===== src/design/erw_pkg.sv =====
// shared types and constants for the container record walker
// no dependencies
`default_nettype none
package erw_pkg;

   localparam int MAX_RECORDS      = 256;
   localparam int MAX_PAYLOAD      = 16777216;
   localparam int KIND_TEXT_BUFFER = 80;
   localparam int PATH_TEXT_BUFFER = 160;

   localparam logic [31:0] KS_MULT    = 32'h0001_3AE9;
   localparam logic [31:0] TAG_SEED   = 32'h0000_18EE;
   localparam logic [31:0] TAG_FILE   = 32'h454C_4946;
   localparam logic [31:0] KLEN_MASK  = 32'h0000_ADBC;
   localparam logic [31:0] KLEN_MAX   = 32'h0001_0000;
   localparam logic [31:0] KIND_SEED  = 32'h0000_B33F;
   localparam logic [31:0] PLEN_MASK  = 32'h0000_F820;
   localparam logic [31:0] PLEN_MAX   = 32'h0000_4000;
   localparam logic [31:0] PATH_SEED  = 32'h0000_F479;
   localparam logic [31:0] SIZE_MASK  = 32'h0000_87BC;

   localparam logic [1:0] RK_KIND_CHAR = 2'd0;
   localparam logic [1:0] RK_PATH_CHAR = 2'd1;
   localparam logic [1:0] RK_RECORD    = 2'd2;
   localparam logic [1:0] RK_DONE      = 2'd3;

   localparam logic [2:0] STOP_CLEAN     = 3'd0;
   localparam logic [2:0] STOP_LIMIT     = 3'd1;
   localparam logic [2:0] STOP_BAD_TAG   = 3'd2;
   localparam logic [2:0] STOP_OVER      = 3'd3;
   localparam logic [2:0] STOP_TRUNCATED = 3'd4;
   localparam logic [2:0] STOP_SHORT     = 3'd5;

   typedef enum logic [3:0] {
      PH_SKIP, PH_TAG, PH_SLEN, PH_KIND, PH_PLEN, PH_PATH,
      PH_CFLAG, PH_CSIZE, PH_USIZE, PH_DATA, PH_HALT
   } phase_type;

   typedef struct packed {
      logic        first_byte;
      logic [7:0]  data_byte;
      logic [24:0] body_length;
   } req_type;

   typedef struct packed {
      logic [1:0]  result_kind;
      logic [6:0]  text_char;
      logic        is_compressed;
      logic [24:0] payload_offset;
      logic [24:0] stored_size;
      logic [31:0] original_size;
      logic [8:0]  record_count;
      logic [2:0]  stop_reason;
      logic        walk_ok;
      logic        last_of_item;
   } rsp_type;

endpackage
`default_nettype wire


===== src/design/erw_front.sv =====
// byte parser: decrypts, walks record fields and forms up to two results a beat
// depends on erw_pkg
`default_nettype none
module erw_front (
   input  wire logic            clock,
   input  wire logic            reset,
   input  wire logic            in_valid,
   input  wire erw_pkg::req_type in_data,
   output logic [1:0]            wr_count,
   output erw_pkg::rsp_type      wr_res0,
   output erw_pkg::rsp_type      wr_res1
);
   import erw_pkg::*;

   phase_type   phase_ff, phase_in, phase_cur;
   logic [24:0] pos_ff, pos_in, pos_cur;
   logic [1:0]  cnt_ff, cnt_in, cnt_cur;
   logic [31:0] key_ff, key_in, key_cur;
   logic [31:0] word_ff, word_in, word_cur;
   logic [17:0] sbl_ff, sbl_in, sbl_cur;
   logic [7:0]  chars_ff, chars_in, chars_cur;
   logic        ended_ff, ended_in, ended_cur;
   logic [7:0]  low_ff, low_in, low_cur;
   logic [8:0]  rec_ff, rec_in, rec_cur;
   logic        flag_ff, flag_in, flag_cur;
   logic [24:0] cs_ff, cs_in, cs_cur;
   logic [24:0] pbl_ff, pbl_in, pbl_cur;

   logic [25:0] nxt;
   logic [24:0] n;
   logic [7:0]  b, kb;
   logic [31:0] key_mul, gw, len, sz;
   logic        gdone;
   logic [15:0] c;
   logic [8:0]  cap;
   logic        do_head, do_ak, do_ap, do_fin;
   logic [2:0]  why;
   logic        char_v, sec_v;
   rsp_type     char_r, sec_r;

   always_comb begin
      phase_cur = in_data.first_byte ? PH_SKIP : phase_ff;
      pos_cur   = in_data.first_byte ? '0 : pos_ff;
      cnt_cur   = in_data.first_byte ? '0 : cnt_ff;
      key_cur   = in_data.first_byte ? '0 : key_ff;
      word_cur  = in_data.first_byte ? '0 : word_ff;
      sbl_cur   = in_data.first_byte ? '0 : sbl_ff;
      chars_cur = in_data.first_byte ? '0 : chars_ff;
      ended_cur = in_data.first_byte ? 1'b0 : ended_ff;
      low_cur   = in_data.first_byte ? '0 : low_ff;
      rec_cur   = in_data.first_byte ? '0 : rec_ff;
      flag_cur  = in_data.first_byte ? 1'b0 : flag_ff;
      cs_cur    = in_data.first_byte ? '0 : cs_ff;
      pbl_cur   = in_data.first_byte ? '0 : pbl_ff;

      phase_in = phase_cur; pos_in = pos_cur; cnt_in = cnt_cur; key_in = key_cur;
      word_in = word_cur; sbl_in = sbl_cur; chars_in = chars_cur;
      ended_in = ended_cur; low_in = low_cur; rec_in = rec_cur;
      flag_in = flag_cur; cs_in = cs_cur; pbl_in = pbl_cur;

      n   = in_data.body_length;
      b   = in_data.data_byte;
      nxt = {1'b0, pos_cur} + 26'd1;
      key_mul = key_cur * KS_MULT;
      kb  = b ^ key_mul[15:8];
      gw  = word_cur | ({24'b0, b} << {cnt_cur, 3'b000});
      gdone = (cnt_cur == 2'd3);
      len = '0;
      sz  = '0;
      c   = '0;
      cap = (phase_cur == PH_PATH) ? 9'(PATH_TEXT_BUFFER) : 9'(KIND_TEXT_BUFFER);
      do_head = 1'b0; do_ak = 1'b0; do_ap = 1'b0; do_fin = 1'b0;
      why = STOP_CLEAN;
      char_v = 1'b0; sec_v = 1'b0;
      char_r = '0; sec_r = '0;

      if (phase_cur != PH_HALT) begin
         pos_in = nxt[24:0];
      end

      case (phase_cur)
         PH_SKIP: begin
            if (pos_cur == '0 && n < 25'd24) begin
               do_fin = 1'b1; why = STOP_SHORT;
            end else if (pos_cur >= 25'd15) begin
               do_head = 1'b1;
            end
         end
         PH_TAG: begin
            key_in  = key_mul;
            word_in = word_cur | ({24'b0, kb} << {cnt_cur, 3'b000});
            cnt_in  = cnt_cur + 2'd1;
            if (gdone) begin
               if (word_in != TAG_FILE) begin
                  do_fin = 1'b1; why = STOP_BAD_TAG;
               end else begin
                  phase_in = PH_SLEN; cnt_in = '0; word_in = '0;
               end
            end
         end
         PH_SLEN, PH_PLEN: begin
            word_in = gw;
            cnt_in  = cnt_cur + 2'd1;
            if (gdone) begin
               len = gw ^ ((phase_cur == PH_SLEN) ? KLEN_MASK : PLEN_MASK);
               if (len > ((phase_cur == PH_SLEN) ? KLEN_MAX : PLEN_MAX)) begin
                  do_fin = 1'b1; why = STOP_OVER;
               end else if ({1'b0, nxt} + {8'b0, len[17:0], 1'b0} > {2'b0, n}) begin
                  do_fin = 1'b1; why = STOP_TRUNCATED;
               end else if (len == '0) begin
                  if (phase_cur == PH_SLEN) do_ak = 1'b1;
                  else do_ap = 1'b1;
               end else begin
                  phase_in = (phase_cur == PH_SLEN) ? PH_KIND : PH_PATH;
                  key_in   = len + ((phase_cur == PH_SLEN) ? KIND_SEED : PATH_SEED);
                  sbl_in   = {len[16:0], 1'b0};
                  chars_in = '0;
                  ended_in = 1'b0;
                  cnt_in   = '0;
               end
            end
         end
         PH_KIND, PH_PATH: begin
            key_in = key_mul;
            sbl_in = (sbl_cur != '0) ? sbl_cur - 18'd1 : '0;
            if (cnt_cur == '0) begin
               low_in = kb;
               cnt_in = 2'd1;
            end else begin
               cnt_in = '0;
               if (!ended_cur) begin
                  c = {kb, low_cur};
                  if (c == '0) begin
                     ended_in = 1'b1;
                  end else begin
                     char_v = 1'b1;
                     char_r.result_kind = (phase_cur == PH_PATH) ? RK_PATH_CHAR
                                                                 : RK_KIND_CHAR;
                     if ((c >= 16'd32 && c <= 16'd126) || c == 16'd9 || c == 16'd10
                         || c == 16'd13)
                        char_r.text_char = c[6:0];
                     else
                        char_r.text_char = 7'd63;
                     chars_in = chars_cur + 8'd1;
                     if ({1'b0, chars_cur} + 9'd1 >= cap - 9'd1) ended_in = 1'b1;
                  end
               end
            end
            if (sbl_in == '0) begin
               if (phase_cur == PH_KIND) do_ak = 1'b1;
               else do_ap = 1'b1;
            end
         end
         PH_CFLAG: begin
            flag_in = (b != 8'd0);
            cs_in = '0;
            phase_in = PH_CSIZE; cnt_in = '0; word_in = '0;
         end
         PH_CSIZE: begin
            word_in = gw;
            cnt_in  = cnt_cur + 2'd1;
            if (gdone) begin
               sz = gw ^ SIZE_MASK;
               cs_in = (sz[31:25] != '0) ? '1 : sz[24:0];
               phase_in = PH_USIZE; cnt_in = '0; word_in = '0;
            end
         end
         PH_USIZE: begin
            word_in = gw;
            cnt_in  = cnt_cur + 2'd1;
            if (gdone) begin
               if ({7'b0, cs_cur} > 32'(MAX_PAYLOAD)) begin
                  do_fin = 1'b1; why = STOP_OVER;
               end else if ({1'b0, nxt} + 27'd20 + {2'b0, cs_cur} > {2'b0, n}) begin
                  do_fin = 1'b1; why = STOP_TRUNCATED;
               end else begin
                  sec_v = 1'b1;
                  sec_r.result_kind    = RK_RECORD;
                  sec_r.is_compressed  = flag_cur;
                  sec_r.payload_offset = nxt[24:0] + 25'd20;
                  sec_r.stored_size    = cs_cur;
                  sec_r.original_size  = gw ^ SIZE_MASK;
                  rec_in   = rec_cur + 9'd1;
                  pbl_in   = cs_cur + 25'd20;
                  phase_in = PH_DATA;
               end
            end
         end
         PH_DATA: begin
            pbl_in = (pbl_cur != '0) ? pbl_cur - 25'd1 : '0;
            if (pbl_in == '0) do_head = 1'b1;
         end
         PH_HALT: begin
         end
         default: phase_in = PH_HALT;
      endcase

      if (do_head) begin
         if ({1'b0, nxt} + 27'd8 >= {2'b0, n}) begin
            do_fin = 1'b1; why = STOP_CLEAN;
         end else if (rec_cur >= 9'(MAX_RECORDS)) begin
            do_fin = 1'b1; why = STOP_LIMIT;
         end else begin
            phase_in = PH_TAG; key_in = TAG_SEED; cnt_in = '0; word_in = '0;
         end
      end
      if (do_ak) begin
         if ({1'b0, nxt} + 27'd4 > {2'b0, n}) begin
            do_fin = 1'b1; why = STOP_TRUNCATED;
         end else begin
            phase_in = PH_PLEN; cnt_in = '0; word_in = '0;
         end
      end
      if (do_ap) begin
         if ({1'b0, nxt} + 27'd13 > {2'b0, n}) begin
            do_fin = 1'b1; why = STOP_TRUNCATED;
         end else begin
            phase_in = PH_CFLAG;
         end
      end
      if (do_fin) begin
         phase_in = PH_HALT;
         sec_v = 1'b1;
         sec_r = '0;
         sec_r.result_kind  = RK_DONE;
         sec_r.record_count = rec_cur;
         sec_r.stop_reason  = why;
         sec_r.walk_ok      = (rec_cur != '0);
      end

      // char comes first when a beat makes two results
      char_r.last_of_item = !sec_v;
      sec_r.last_of_item  = 1'b1;
      wr_res0 = char_v ? char_r : sec_r;
      wr_res1 = sec_r;
      if (!in_valid) wr_count = 2'd0;
      else wr_count = {1'b0, char_v} + {1'b0, sec_v};
   end

   always_ff @(posedge clock) begin
      if (reset) begin
         phase_ff <= PH_SKIP;
         pos_ff <= '0; cnt_ff <= '0; key_ff <= '0; word_ff <= '0;
         sbl_ff <= '0; chars_ff <= '0; ended_ff <= 1'b0; low_ff <= '0;
         rec_ff <= '0; flag_ff <= 1'b0; cs_ff <= '0; pbl_ff <= '0;
      end else if (in_valid) begin
         phase_ff <= phase_in;
         pos_ff <= pos_in; cnt_ff <= cnt_in; key_ff <= key_in; word_ff <= word_in;
         sbl_ff <= sbl_in; chars_ff <= chars_in; ended_ff <= ended_in; low_ff <= low_in;
         rec_ff <= rec_in; flag_ff <= flag_in; cs_ff <= cs_in; pbl_ff <= pbl_in;
      end
   end
endmodule
`default_nettype wire


===== src/design/erw_queue.sv =====
// four-entry result queue, takes up to two results a cycle and hands out one
// depends on erw_pkg
`default_nettype none
module erw_queue (
   input  wire logic             clock,
   input  wire logic             reset,
   input  wire logic [1:0]       wr_count,
   input  wire erw_pkg::rsp_type wr_res0,
   input  wire erw_pkg::rsp_type wr_res1,
   output logic                  full,
   output logic                  empty,
   input  wire logic             pop,
   output erw_pkg::rsp_type      rd_res
);
   import erw_pkg::*;

   rsp_type     mem_ff [4];
   logic [1:0]  wr_ptr_ff, wr_ptr_in, rd_ptr_ff, rd_ptr_in;
   logic [2:0]  count_ff, count_in;
   logic        do_pop;

   assign empty  = (count_ff == 3'd0);
   // room for two results is kept so a beat never stalls mid-item
   assign full   = (count_ff >= 3'd3);
   assign rd_res = mem_ff[rd_ptr_ff];
   assign do_pop = pop && !empty;

   always_comb begin
      wr_ptr_in = wr_ptr_ff + wr_count;
      rd_ptr_in = rd_ptr_ff + {1'b0, do_pop};
      count_in  = count_ff + {1'b0, wr_count} - {2'b0, do_pop};
   end

   always_ff @(posedge clock) begin
      if (wr_count != 2'd0) mem_ff[wr_ptr_ff] <= wr_res0;
      if (wr_count == 2'd2) mem_ff[wr_ptr_ff + 2'd1] <= wr_res1;
   end

   always_ff @(posedge clock) begin
      if (reset) begin
         wr_ptr_ff <= '0;
         rd_ptr_ff <= '0;
         count_ff  <= '0;
      end else begin
         wr_ptr_ff <= wr_ptr_in;
         rd_ptr_ff <= rd_ptr_in;
         count_ff  <= count_in;
      end
   end
endmodule
`default_nettype wire


===== src/design/encrypted_record_container_walker.sv =====
// top level: byte parser front feeding a result queue back end
// depends on erw_pkg, erw_front, erw_queue
//
//   channel   ports                       handshake
//   req       req_push req_full req_data   accepted on push && !full
//   rsp       rsp_pop rsp_empty rsp_data   accepted on pop && !empty
//
// one body byte is taken every cycle while not full; parser finishes it that cycle
// a byte makes zero, one or two results; they wait in a four-entry queue
// full rises only while three or more results wait unread
// reset is synchronous and restarts the walk; first_byte also restarts it
`default_nettype none
module encrypted_record_container_walker (
   input  wire logic             clock,
   input  wire logic             reset,
   input  wire logic             req_push,
   output logic                  req_full,
   input  wire erw_pkg::req_type req_data,
   output logic                  rsp_empty,
   input  wire logic             rsp_pop,
   output erw_pkg::rsp_type      rsp_data
);
   import erw_pkg::*;

   logic       beat_in;
   logic [1:0] wr_count;
   rsp_type    wr_res0, wr_res1;

   assign beat_in = req_push && !req_full;

   erw_front u_front (
      .clock    (clock),
      .reset    (reset),
      .in_valid (beat_in),
      .in_data  (req_data),
      .wr_count (wr_count),
      .wr_res0  (wr_res0),
      .wr_res1  (wr_res1)
   );

   erw_queue u_queue (
      .clock    (clock),
      .reset    (reset),
      .wr_count (wr_count),
      .wr_res0  (wr_res0),
      .wr_res1  (wr_res1),
      .full     (req_full),
      .empty    (rsp_empty),
      .pop      (rsp_pop),
      .rd_res   (rsp_data)
   );
endmodule
`default_nettype wire

===== config.mk =====
export PLATFORM = sky130hd
export DESIGN_NAME = encrypted_record_container_walker
export DESIGN_NICKNAME = d
export VERILOG_FILES = /design/src/design/erw_pkg.sv /design/src/design/erw_front.sv /design/src/design/erw_queue.sv /design/src/design/encrypted_record_container_walker.sv
export SDC_FILE = /design/constraint.sdc
export NUM_CORES = 2
export LEC_CHECK = 0
export BUFFER_PORTS_ARGS = -buffer_cell sky130_fd_sc_hd__buf_2
export CORE_MARGIN = 2
export CORE_UTILIZATION = 40
export DETAILED_ROUTE_END_ITERATION = 8
export PLACE_DENSITY_LB_ADDON = 0.08
export SKIP_LAST_GASP = 1
export SYNTH_ARGS = -nofsm -noshare
export SYNTH_HDL_FRONTEND = slang
export SYNTH_SLANG_ARGS = --single-unit
export TNS_END_PERCENT = 5

===== constraint.sdc =====
create_clock -name clock -period 35.6 [get_ports clock]
set_clock_uncertainty 0.2 [all_clocks]
set_input_delay 1.78 -clock clock [delete_from_list [all_inputs] [get_ports clock]]
set_output_delay 1.78 -clock clock [all_outputs]
set_load 0.05 [all_outputs]

== Word-level counts from Yosys, hierarchy flattened ==
Memory sizes are Yosys's and may differ from the RTL's. A register that Yosys moved wholly into a read port is not among the register bits.
Index checks and enable logic that the tools add are counted.

* Reductions and logical operators: 29
* Bitwise operators: 5
* Shift operators: 2
* Multiply operators: 1
* Add/sub/neg operators: 23
* Muxes and demuxes: 192
* $lt $le $gt $ge: 14
* Eq/ne operators: 17

{| class="wikitable"
|+ Operators with widths
! operator !! count
|-
| $mux W32 || 17
|-
| $mux W83 || 4
|-
| $mux W25 || 10
|-
| $mux W106 || 2
|-
| $pmux W32 S4 || 1
|-
| $gt A27 B25 Y1 || 4
|-
| $mux W18 || 6
|-
| $pmux W25 S2 || 2
|-
| $mux W8 || 12
|-
| $mux W9 || 9
|-
| $mux W4 || 19
|-
| $or A32 B32 Y32 || 2
|-
| $pmux W32 S2 || 1
|-
| $shl A8 B5 Y32 || 2
|-
| $mux W1 || 59
|-
| $add A26 B4 Y27 const B || 2
|-
| $add A25 B5 Y25 const B || 2
|-
| $logic_not A25 Y1 || 2
|-
| $eq A16 B4 Y1 const B || 3
|-
| $mux W3 || 16
|-
| $mux W2 || 20
|-
| $pmux W18 S2 || 1
|-
| $add A32 B32 Y32 || 1
|-
| $gt A32 B32 Y1 || 1
|-
| 64 further kinds || 85
|}

* Output and inout port bits: 108
* Memory bits (writable): 424
* Bits in registers: 197
* Input port bits: 38
* Memories: 1

{| class="wikitable"
|+ Memories
! name !! words !! width !! read ports !! clocked after memory_dff !! wr ports !! RTL line !! source
|-
| u_queue.mem_ff || 4 || 106 || 1 || 1 || 2 || erw_queue.sv:17 || <nowiki>rsp_type mem_ff [4];</nowiki>
|}

== Depth between registers and ports, before layout ==
* Depth after elaboration: 23
* Depth in mapped cells: 51
* Depth with buffers taken out: 39

== Hierarchy ==
From an unflattened synthesis, not the netlist that was laid out.

* Cells, all modules: 4557
* Area total of the unflattened synthesis: 45502.4 um2

{| class="wikitable"
|+ Modules (own cells, without submodules)
! module !! area an instance (um2) !! instances !! sequential area each (um2) !! cells an instance
|-
| erw_front || 24733.7 || 1 || 3483.3 || 3485
|-
| erw_queue || 20754.9 || 1 || 12872.3 || 1071
|-
| encrypted_record_container_walker || 13.8 || 1 || 0.0 || 1
|}

== Least setup slack after synthesis ==
No wires, ideal clock.

* Path type: input -> register
* Start: input port req_data[33] (netlist bit)
* End: memory u_queue.mem_ff[1][104] (netlist bit) (enable)
* Buffers on the path: 15
* Setup time: 0.452 ns
* Stages on the path: 43
* Arrival: 13.273 ns
* Slack: 21.675 ns
* Required time: 34.948 ns
* Cells stage by stage: buf_2 -> inv_1 -> buf_2 -> buf_2 -> buf_2 -> buf_2 -> buf_1 -> clkbuf_1 -> buf_1 -> clkbuf_1 -> buf_1 -> nand2_1 -> inv_1 -> ha_1 -> nand4b_1 -> clkbuf_1 -> or3_1 -> a21oi_1 -> [7 not listed] -> o21a_1 -> nor2_1 -> o21ai_0 -> o41ai_1 -> xnor2_1 -> ha_1 -> a211oi_1 -> o211ai_1 -> o21ai_0 -> nand4b_1 -> clkbuf_1 -> nand4_1 -> ha_1 -> clkbuf_1 -> a21oi_1 -> or3_1 -> clkbuf_1 -> inv_1

{| class="wikitable"
|+ RTL lines
! what !! RTL line !! source
|-
| start: declaration || encrypted_record_container_walker.sv:18 || <nowiki>input wire erw_pkg::req_type req_data,</nowiki>
|-
| end: declaration || erw_queue.sv:17 ||
|}

==> impl_metrics.ini <==
[logic_synthesis]
syn_area_per_cell_um2 = 9.40
netlist.area_leader.share_pct = 28.2
ys_ff_latch = 605
yosysWarnings = 0
netlist_area_um2 = 41700
ys.flop_type = edfxtp_1
async_flop_share_pct = 0
synth-edff-count = 392
synth_top_cell_by_area = edfxtp_1
yosysSeqAreaShare_pct = 38.5
ys_types = 111
syn_inst = 4434
synth.area.top_cells = edfxtp_1 (28%), dfxtp_1 (10%), ha_1 (8.3%), mux4_2 (5.7%), nor2_1 (5.7%)
synth_fp_nets = 4781

[floorplanning]
initial_utilization_pct = 40.3
rows = 118
core-area_um2 = 103000
io_pins = 146
dieArea_um2 = 107000
fp.dieH_um = 327
die_width_um = 327

[placement]
routabilityCongestion = 0.950
dp_hpwl_um = 111000
portBuffers = 145
placed_area_um2 = 43800

[setup_path]
crit_family = compound AO/OA/AOI/OAI gates
end_kind = flip-flop
cp_max_fo = 66
cp.arrival_ns = 13.42
max_stage_delay_ns = 0.85
crit_buf_inv = 6
cp_slowest_cell = mux2i_1
startpoint_type = input pin
cp_data_required_time_ns = 35.64
cpMostUsedCell = ha_1
critPathKind = in2reg

[grt]
grt_start_max_net_pins = 78
grt_usage_pct = 28.4
antenna_found_initial = 9
grt_pass1_vias = 33900
grt_pass1_wl_um = 228000
grt_overflow = 0

[power]
power.share.combinational_pct = 33.0
power_frac_clock_pct = 33.0
pwr_density_cell_nw_per_um2 = 49.5
swShare_pct = 37.5
cellLeakagePower_nw = 17.1
ir_worst_vdd_v = 0.0000503
p_int_mw = 1.43
power.switching_mw = 0.856
seqPwrFrac_pct = 34.0

[sta]
fmax_mhz = 74.7
hold_violations = 0
rsz0062_at_grt = no
layout_min_cycle_time_ns = 13.38
slew_violations = 0
worst_slew_pin_slew_ns = 1.20
max-slew-margin-rel_pct = 19.6
setup_viol = 0
period_share_pct = 37.6
tns_ns = 0

[clocking]
clock_latency_ns = 0.65
cts_max_path_buffers = 3
cts_hold_buf = 0
root_buffer = clkbuf_16
cts-resized-gates = 0
ctsHtreeMaxLevel = 3
cts_tree = done
post_cts_buffers = 0
cts_sinks = 605
clk_pin_slew_ns = 0.06
cts_buffers = 72

[route]
wl_per_cell_um = 26.2
drt-total-wl_um = 155000
top_layer_used = met5
routedLengthMet1_um = 69900
dr_total_vias = 35900
met2_length_um = 67200
remaining_drc_errors = 0
wl_met3_um = 12200
via_per_inst = 6.07
drt_iter0_markers = 4086
postRouteAntennaNets = 0
firstDrtPassIters = 6

[status]
status = completed

[min_path]
hold_class = reg2reg

[cells_and_area]
mostFrequentLayoutCell = nor2_1
final_cell_mix = nor2_1 (635), edfxtp_1 (392), nand2_1 (361)
seqCellArea_um2 = 16000
nets = 4826
multi_input_area_um2 = 23700
fillCellCount = 9987
layout-drive-gt1-share_pct = 12.1
area.growth.synth_to_final_pct = 10.8
final_design_area_no_fill_um2 = 46200

[job]
maxCapViolations = 0
==> power by group through the flow <==
stage / logic [mW] / clock network [mW] / registers, mW
3_3_place_gp: 0.748 / 0 / 0.793
3_5_place_dp: 0.749 / 0 / 0.793
4_1_cts: 0.752 / 0.768 / 0.778
5_1_grt: 0.799 / 0.792 / 0.780
2_1_floorplan: 0.565 / 0 / 0.768
6_report: 0.753 / 0.754 / 0.778
==> stage by stage <==
stage	power [mW]	hold slack [ns]	worst slack (ns)	std cells	utilization, %
after floorplan	1.33	0.217	21.67	4434	-
after global placement	1.54	0.231	21.82	5785	42.3
after detailed placement	1.54	0.234	21.66	5785	42.3
after CTS	2.30	0.248	22.32	5917	44.6
after global routing	2.37	0.273	21.44	5917	44.6
final	2.28	0.250	22.22	5920	44.6
==> area by class of cell <==
type / instances / area share, %
tap: 1380 / 3.74
clock buffer: 100 / 4.41
timing repair buffer: 237 / 3.09
antenna: 3 / 0.0163
inverter: 223 / 1.84
multi-input combinational: 3340 / 51.4
sequential: 605 / 34.7
clock inverter: 32 / 0.734
==> cells by family after synthesis <==
| kind of cell | Yosys count | synth area share [%] |
|---|---|---|
| fa+ha+maj | 309 | 9.89 |
| mux | 137 | 6.51 |
| flops | 605 | 38.5 |
| xor+xnor | 230 | 5.06 |
| buf+inv | 489 | 4.70 |
| simple gates | 1682 | 19.3 |
| compound gates | 982 | 16.1 |
==> state kept, by name, indices dropped and copies added, names as in the netlist <==
name               count
u_front.ended_ff       1
u_front.flag_ff        1
u_front.word_ff       32
u_queue.count_ff       3
u_queue.mem_ff       424
u_front.pbl_ff        25
u_front.sbl_ff        18
u_front.rec_ff         9
u_front.cnt_ff         2
u_queue.rd_ptr_ff      2
u_queue.wr_ptr_ff      2
u_front.cs_ff         25
u_front.phase_ff       4
u_front.pos_ff        25
u_front.key_ff        16
u_front.chars_ff       8
u_front.low_ff         8
==> worst paths after layout <==
path / start / end / slack, ns / depth (start not counted)
setup / recovery: req_data[33] / u_queue.mem_ff[1][84]$_DFFE_PP_ / 22.22 / 33
hold / removal: u_queue.mem_ff[3][99]$_SDFFE_PP0N_ / u_queue.mem_ff[3][99]$_SDFFE_PP0N_ / 0.25 / 2
setup reg to reg: u_front.pos_ff[0]$_SDFFE_PP0P_ / u_queue.mem_ff[1][84]$_DFFE_PP_ / 23.35 / 31
hold reg to reg: u_queue.mem_ff[3][99]$_SDFFE_PP0N_ / u_queue.mem_ff[3][99]$_SDFFE_PP0N_ / 0.25 / 2
==> routing by layer <==
| layer | global-route usage [%] | vias up |
|---|---|---|
| met5 | 0 | - |
| met4 | 10.3 | 14 |
| met3 | 4.86 | 283 |
| met2 | 42.2 | 1523 |
| met1 | 41.3 | 17700 |
| li1 | - | 16500 |
==> Yosys cell counts (55+ instances only) <==
cell type and n:
nor2b_1 79, xnor2_1 168, xor2_1 55, edfxtp_1 392, inv_1 212, nand2_1 363, nand4_1 75, nor3_1 90
and3_1 61, ha_1 275, o21ai_0 184, mux4_2 106, nor2_1 636, nor4_1 72, nand3_1 96, a21oi_1 240
dfxtp_1 213, clkbuf_1 170
==> worst reg2reg max path: cells and delay by family (launching register included) <==
kind / cells / cell delay, ns
AND/OR/NAND/NOR: 9 / 2.61
adder cells (fa/ha/maj): 5 / 2.03
XOR/XNOR: 1 / 0.17
flip-flops: 1 / 0.44
AO/OA/AOI/OAI: 11 / 3.20
buffers and inverters: 4 / 2.25
multiplexers: 1 / 0.85
(Power assumes the default switching activity.)
